$ cat config.mk
export PLATFORM = sky130hd
export DESIGN_NAME = stbr_seq
export DESIGN_NICKNAME = d
export VERILOG_FILES = /design/src/hdl/stbr_pkg.sv /design/src/hdl/stbr_seq.sv
export SDC_FILE = /design/constraint.sdc
export NUM_CORES = 1
export LEC_CHECK = 0
export ABC_CLOCK_PERIOD_IN_PS = 5500
export CAP_MARGIN = 10
export CORE_MARGIN = 8
export CORE_UTILIZATION = 50
export CTS_CLUSTER_DIAMETER = 30
export CTS_CLUSTER_SIZE = 30
export DETAILED_ROUTE_END_ITERATION = 8
export DONT_BUFFER_PORTS = 1
export HOLD_SLACK_MARGIN = 0.12
export REMOVE_ABC_BUFFERS = 1
export SYNTH_ARGS = -nofsm -noshare
export SYNTH_HDL_FRONTEND = slang
export SYNTH_SLANG_ARGS = --single-unit
$ cat constraint.sdc
create_clock -name clk -period 5.5 [get_ports clk]
set_input_delay 0.825 -clock clk [delete_from_list [all_inputs] [get_ports clk]]
set_output_delay 0.825 -clock clk [all_outputs]
set_load 0.03 [all_outputs]
$ cat src/hdl/stbr_pkg.sv
// shared constants, types and codes for the scanline background renderer
package stbr_pkg;

  localparam int VRAM_BYTES     = 8192;
  localparam int VRAM_AW        = $clog2(VRAM_BYTES);
  localparam int TILES_PER_LINE = 20;
  localparam int VISIBLE_LINES  = 144;
  localparam int LAST_LINE      = 153;

  localparam logic [VRAM_AW-1:0] MAP_BASE       = VRAM_AW'(13'h1800);
  localparam logic [7:0]         LINE_RESET     = 8'd144;
  localparam logic [15:0]        PRESCALE_RESET = 16'd279;

  // input action codes
  localparam logic [1:0] ACT_TICK    = 2'd0;
  localparam logic [1:0] ACT_VRAM_WR = 2'd1;
  localparam logic [1:0] ACT_CTRL_WR = 2'd2;

  // result kind codes
  localparam logic [1:0] KIND_STATUS = 2'd0;
  localparam logic [1:0] KIND_ROW    = 2'd1;
  localparam logic [1:0] KIND_FRAME  = 2'd2;

  typedef logic [VRAM_AW-1:0] vaddr_t;

  typedef struct packed {
    logic       we;
    logic       re;
    vaddr_t     addr;
    logic [7:0] wdata;
  } vram_req_t;

  typedef struct packed {
    logic [1:0] kind;
    logic [7:0] line;
    logic [4:0] tile_column;
    logic [7:0] pixels;
    logic       last;
  } res_t;

endpackage

$ cat src/hdl/stbr_seq.sv
// item sequencer: line timing, control register and tile fetch walk
module stbr_seq (
  input  logic               clk,
  input  logic               rst_n,
  input  logic               cfg_we,
  input  logic [15:0]        cfg_wdata,
  input  logic               in_valid,
  output logic               in_ready,
  input  logic [1:0]         in_action,
  input  logic [12:0]        in_offset,
  input  logic [7:0]         in_data,
  output logic               res_valid,
  input  logic               res_ready,
  output stbr_pkg::res_t     res,
  output stbr_pkg::vram_req_t vram_req,
  input  logic [7:0]         vram_rdata
);

  typedef enum logic [1:0] {S_IDLE, S_MAP, S_LO, S_HI} state_t;

  state_t           state_r, state_nxt;
  logic [7:0]       line_r, line_nxt;
  logic [15:0]      presc_r, presc_nxt;
  logic [15:0]      limit_r, limit_nxt;
  logic             en_r, en_nxt;
  logic [4:0]       col_r, col_nxt;
  logic [7:0]       lo_r, lo_nxt;
  stbr_pkg::vaddr_t base_r, base_nxt;
  logic             last_col;

  function automatic stbr_pkg::vaddr_t map_addr(input logic [7:0] row, input logic [4:0] col);
    map_addr = stbr_pkg::MAP_BASE + stbr_pkg::VRAM_AW'({row[7:3], 5'b0})
             + stbr_pkg::VRAM_AW'(col);
  endfunction

  assign last_col = (col_r == 5'(stbr_pkg::TILES_PER_LINE - 1));
  assign in_ready = (state_r == S_IDLE) && res_ready;

  always_comb begin
    state_nxt = state_r;
    line_nxt  = line_r;
    presc_nxt = presc_r;
    limit_nxt = cfg_we ? cfg_wdata : limit_r;
    en_nxt    = en_r;
    col_nxt   = col_r;
    lo_nxt    = lo_r;
    base_nxt  = base_r;
    vram_req  = '0;
    res_valid = 1'b0;
    res       = '0;
    case (state_r)
      S_IDLE: begin
        if (in_valid && in_ready) begin
          res_valid = 1'b1;
          res.kind  = stbr_pkg::KIND_STATUS;
          res.last  = 1'b1;
          case (in_action)
            stbr_pkg::ACT_VRAM_WR: begin
              vram_req.we    = 1'b1;
              vram_req.addr  = in_offset;
              vram_req.wdata = in_data;
            end
            stbr_pkg::ACT_CTRL_WR: begin
              en_nxt = in_data[7];
            end
            stbr_pkg::ACT_TICK: begin
              presc_nxt = presc_r + 16'd1;
              if (presc_r > limit_r) begin
                presc_nxt = '0;
                line_nxt  = (line_r >= 8'(stbr_pkg::LAST_LINE)) ? 8'd0 : line_r + 8'd1;
                if (en_r && line_nxt < 8'(stbr_pkg::VISIBLE_LINES)) begin
                  // row results come from the fetch walk, not from this beat
                  res_valid     = 1'b0;
                  col_nxt       = '0;
                  vram_req.re   = 1'b1;
                  vram_req.addr = map_addr(line_nxt, 5'd0);
                  state_nxt     = S_MAP;
                end else if (en_r && line_nxt == 8'(stbr_pkg::VISIBLE_LINES)) begin
                  res.kind = stbr_pkg::KIND_FRAME;
                end
              end
            end
            default: begin
            end
          endcase
          res.line = line_nxt;
        end
      end
      S_MAP: begin
        // tile index is back, fetch low plane of this row
        base_nxt      = stbr_pkg::VRAM_AW'({vram_rdata, 4'b0})
                      + stbr_pkg::VRAM_AW'({line_r[2:0], 1'b0});
        vram_req.re   = 1'b1;
        vram_req.addr = base_nxt;
        state_nxt     = S_LO;
      end
      S_LO: begin
        lo_nxt        = vram_rdata;
        vram_req.re   = 1'b1;
        vram_req.addr = base_r | stbr_pkg::VRAM_AW'(1);
        state_nxt     = S_HI;
      end
      S_HI: begin
        // read data holds while no read is issued, so a stall is safe
        res_valid       = 1'b1;
        res.kind        = stbr_pkg::KIND_ROW;
        res.line        = line_r;
        res.tile_column = col_r;
        res.pixels      = lo_r | vram_rdata;
        res.last        = last_col;
        if (res_ready) begin
          if (last_col) begin
            state_nxt = S_IDLE;
          end else begin
            col_nxt       = col_r + 5'd1;
            vram_req.re   = 1'b1;
            vram_req.addr = map_addr(line_r, col_nxt);
            state_nxt     = S_MAP;
          end
        end
      end
      default: begin
        state_nxt = S_IDLE;
      end
    endcase
  end

  always_ff @(posedge clk) begin
    if (!rst_n) begin
      state_r <= S_IDLE;
      line_r  <= stbr_pkg::LINE_RESET;
      presc_r <= '0;
      limit_r <= stbr_pkg::PRESCALE_RESET;
      en_r    <= 1'b0;
      col_r   <= '0;
    end else begin
      state_r <= state_nxt;
      line_r  <= line_nxt;
      presc_r <= presc_nxt;
      limit_r <= limit_nxt;
      en_r    <= en_nxt;
      col_r   <= col_nxt;
    end
    lo_r   <= lo_nxt;
    base_r <= base_nxt;
  end

endmodule

==> metrics.cfg <==
[global_route]
grt_pass1_wl_um = 16600
grt_max_degree = 24
grt.total_usage = 0.184
global_route.overflow_total = 0
antenna_found_initial = 1
via_count_of_the_first_global_routing_pass = 3163

[critical_path]
worst_setup_path_end_kind = output port
critical_path.n_buffers_inverters = 1
rr_startpoint = state_r[0]
path_cells = inv_1 -> ha_1 -> and4b_1 -> o311a_1 -> nand2_1 -> o221ai_1
reg2reg_to = col_r[4]
crit_arrival_ps = 3530
ff_to_ff_path_depth = 6
worst_ep_required_time_ps = 4680
cpLargestDelayFamily = compound AO/OA/AOI/OAI gates
critPathLaunchType = register
worst-r2r-setup-slack_ps = 2560
crit_slowest_cell = sky130_fd_sc_hd__o311a_1
critPathMaxFanout = 21
cp_slowest_stage_delay_ps = 710
type_of_the_worst_setup_path = reg -> out

[route]
antenna_left = 0
post_drt_wl_per_cell_um = 18.1
initialDrtViolationCount = 206
firstDrtPassIters = 4
drt-vias-per-instance = 5.86
detail_route.wirelength_um = 10200
vias = 3309
post-route-drc-count = 0

[timing]
slew-limit-headroom = 0.220
setup_total_negative_slack_ps = 0
finalHoldViolCount = 0
report.final.setup_viol = 0
tightestPinTransition_ps = 1170
report.final.slew_viol_count = 0
post-route-worst-setup-slack_ps = 1150
hold_ws_ps = 487
fin_skew_ps = 6.45
fmax_mhz = 230
rsz0062_at_grt = no
final_cycle_utilization_of_the_critical_path = 0.791
finalWorstPathRequiredPeriod_ps = 4350

[floorplan]
die_h_um = 106
die_x_um = 106
core.rowCount = 32
std_cell_core_area_um2 = 7770
number_of_ports_placed_on_the_die_boundary = 101
die_area_um2 = 11200
initial_utilization = 0.517

[place]
dpl.cell_count = 550
dp_worst_setup_slack_ps = 1510
dp.final_hpwl_um = 7680
count_of_buffers_from_port_buffering = 0
globalplace.congestion = 0.807

[finish]
antenna-diode-count = 0
nNetsFinal = 536
drive_gt1_frac = 0.0540
count_of_non_filler_cells_in_the_finished_layout = 565
area_growth_pct = 6.11

[min_path]
holdPathStages = 2
hold_end = limit_r[4]
hold_startpoint = limit_r[4]
hold_path_class = reg -> reg

[synthesis]
synthesis.area_um2 = 4020
yosysUniqueCellTypes = 55
synth_area_per_cell_um2 = 8.58
asyncSetResetFlopFracSynth = 0
synth_seq_area_share = 0.381
syn_inst = 468
most_common_flop_cell_mapped_by_yosys = sky130_fd_sc_hd__dfxtp_1
synth-seq-cells = 67
synth_warnings = 0
synth_enable_flop_cells = 19

[clocking]
htree_num_levels = 3
numCtsBuffers = 9
cts_max_path_buffers = 2
clk_tree_root_cell = sky130_fd_sc_hd__clkbuf_8
post-cts-setup-buffers = 0
postCtsResizedCells = 0
clock_latency_ps = 340
tritoncts = built
post_cts_hold_buffer_count = 0
clk_pin_slew_worst_paths_ps = 70
sink_count = 67

[pwr]
irDropWorstVdd_uv = 143
combPwrFrac = 0.148
p_leak_nw = 1.62
power.share.switching = 0.274
power_density_normalized_to_cell_area_nw_per_um2 = 261
clock_network_fraction_of_total_power = 0.358
power.sequential.fraction = 0.494
cellInternalPower_mw = 0.806
power_switching_mw = 0.305

[run]
timing.max_cap.violations = 0

[run_status]
status = finished, final reports clean

## worst register-to-register path: cells and delay by family, from the launching register on
| kind | cells | cell delay [ps] |
|---|---|---|
| adders and majority gates | 1 | 670 |
| DFF | 1 | 330 |
| buffers and inverters | 1 | 140 |
| and+or+nand+nor | 1 | 500 |
| AOI/OAI and AO/OA | 3 | 1150 |
## cells in the final DEF, fill, tap and decap left out, types with 6 or more instances in the layout
| cell | count |
|---|---|
| sky130_fd_sc_hd__nor2_1 | 70 |
| sky130_fd_sc_hd__dfxtp_1 | 48 |
| sky130_fd_sc_hd__nand2_1 | 46 |
| sky130_fd_sc_hd__inv_1 | 34 |
| sky130_fd_sc_hd__ha_1 | 25 |
| sky130_fd_sc_hd__a21oi_1 | 23 |
| sky130_fd_sc_hd__edfxtp_1 | 19 |
| sky130_fd_sc_hd__mux2i_1 | 18 |
| sky130_fd_sc_hd__o21ai_0 | 16 |
| sky130_fd_sc_hd__nand3_1 | 15 |
| sky130_fd_sc_hd__clkbuf_8 | 14 |
| sky130_fd_sc_hd__xnor2_1 | 12 |
| sky130_fd_sc_hd__and3_1 | 10 |
| sky130_fd_sc_hd__nand4_1 | 9 |
| sky130_fd_sc_hd__o211ai_1 | 8 |
| sky130_fd_sc_hd__xor2_1 | 8 |
| sky130_fd_sc_hd__nor3_1 | 7 |
| sky130_fd_sc_hd__a222oi_1 | 7 |
| sky130_fd_sc_hd__or3_1 | 6 |
## power groups by stage
stage	clock network (mW)	registers, mW	logic [mW]
after floorplan	0	0.557	0.130
after global placement	0	0.559	0.162
after detailed placement	0	0.560	0.165
after CTS	0.408	0.549	0.165
after global routing	0.429	0.551	0.180
final	0.398	0.549	0.164
## sequential cells by signal, summed over array words and instances, names as in the netlist
signal	flops
en_r	1
limit_r	16
state_r	2
lo_r	8
presc_r	16
base_r	11
col_r	5
line_r	8
## worst max path at each step
| stage | startpoint | to | slack [ps] | depth (start not counted) |
|---|---|---|---|---|
| 5_1_grt | state_r[0] | vram_req[17] | 910 | 6 |
| 4_1_cts | state_r[0] | vram_req[17] | 1150 | 6 |
| 6_report | state_r[0] | vram_req[17] | 1150 | 6 |
| 3_3_place_gp | state_r[0] | vram_req[17] | 1590 | 6 |
| 2_1_floorplan | presc_r[7] | res[16] | 2120 | 7 |
| 3_5_place_dp | state_r[0] | vram_req[17] | 1510 | 6 |
## metal layers
| layer | wire length, um | GRT usage |
|---|---|---|
| met3 | 676 | 0.0493 |
| met5 | 12 | 0 |
| met2 | 5020 | 0.312 |
| met4 | 169 | 0.0633 |
| met1 | 4370 | 0.219 |
## cell usage after synthesis, types with 3 or more instances
cell / count / area, um^2
sky130_fd_sc_hd__ha_1: 25 / 313
sky130_fd_sc_hd__nor3_1: 7 / 35.0
sky130_fd_sc_hd__nand4b_1: 3 / 26.3
sky130_fd_sc_hd__buf_2: 4 / 20.0
sky130_fd_sc_hd__a31oi_1: 3 / 18.8
sky130_fd_sc_hd__nor4_1: 5 / 31.3
sky130_fd_sc_hd__xor2_1: 8 / 70.1
sky130_fd_sc_hd__nand4_1: 9 / 56.3
sky130_fd_sc_hd__nor2_1: 70 / 263
sky130_fd_sc_hd__o2bb2ai_1: 5 / 43.8
sky130_fd_sc_hd__mux2i_1: 18 / 180
sky130_fd_sc_hd__o211ai_1: 8 / 60.1
sky130_fd_sc_hd__dfxtp_1: 48 / 961
sky130_fd_sc_hd__and2_1: 5 / 31.3
sky130_fd_sc_hd__a221oi_1: 3 / 26.3
sky130_fd_sc_hd__edfxtp_1: 19 / 571
sky130_fd_sc_hd__nand3_1: 15 / 75.1
sky130_fd_sc_hd__a221o_1: 5 / 50.1
sky130_fd_sc_hd__xnor2_1: 12 / 105
sky130_fd_sc_hd__a222oi_1: 7 / 70.1
sky130_fd_sc_hd__nand2_1: 46 / 173
sky130_fd_sc_hd__clkbuf_1: 16 / 60.1
sky130_fd_sc_hd__and3_1: 10 / 62.6
sky130_fd_sc_hd__a21oi_1: 23 / 115
sky130_fd_sc_hd__o21ai_0: 16 / 80.1
sky130_fd_sc_hd__or3_1: 6 / 37.5
sky130_fd_sc_hd__inv_1: 34 / 128
## kinds of logic after synthesis
family / share of synthesized area
fa+ha+maj: 0.0779
xor+xnor: 0.0436
flops: 0.381
buf+inv: 0.0536
mux: 0.0449
simple gates: 0.225
compound gates: 0.174
## final cells by class
cell class	count	area (um^2)
Multi-Input combinational cell	346	2270
Clock inverter	1	5.00
Timing Repair Buffer	1	7.51
Fill cell	742	3510
Inverter	34	128
Clock buffer	14	193
Tap cell	102	128
Sequential cell	67	1530
## metrics by stage
| stage | instance area [um^2] | utilization | total power [mW] |
|---|---|---|---|
| 6_report | 4260 | 0.549 | 1.11 |
| 5_1_grt | 4260 | 0.549 | 1.16 |
| 4_1_cts | 4260 | 0.549 | 1.12 |
| 3_5_place_dp | 4060 | 0.523 | 0.725 |
| 3_3_place_gp | 4060 | 0.523 | 0.722 |
| 2_1_floorplan | 3930 | - | 0.687 |
Power figures use the tool's default switching activity.
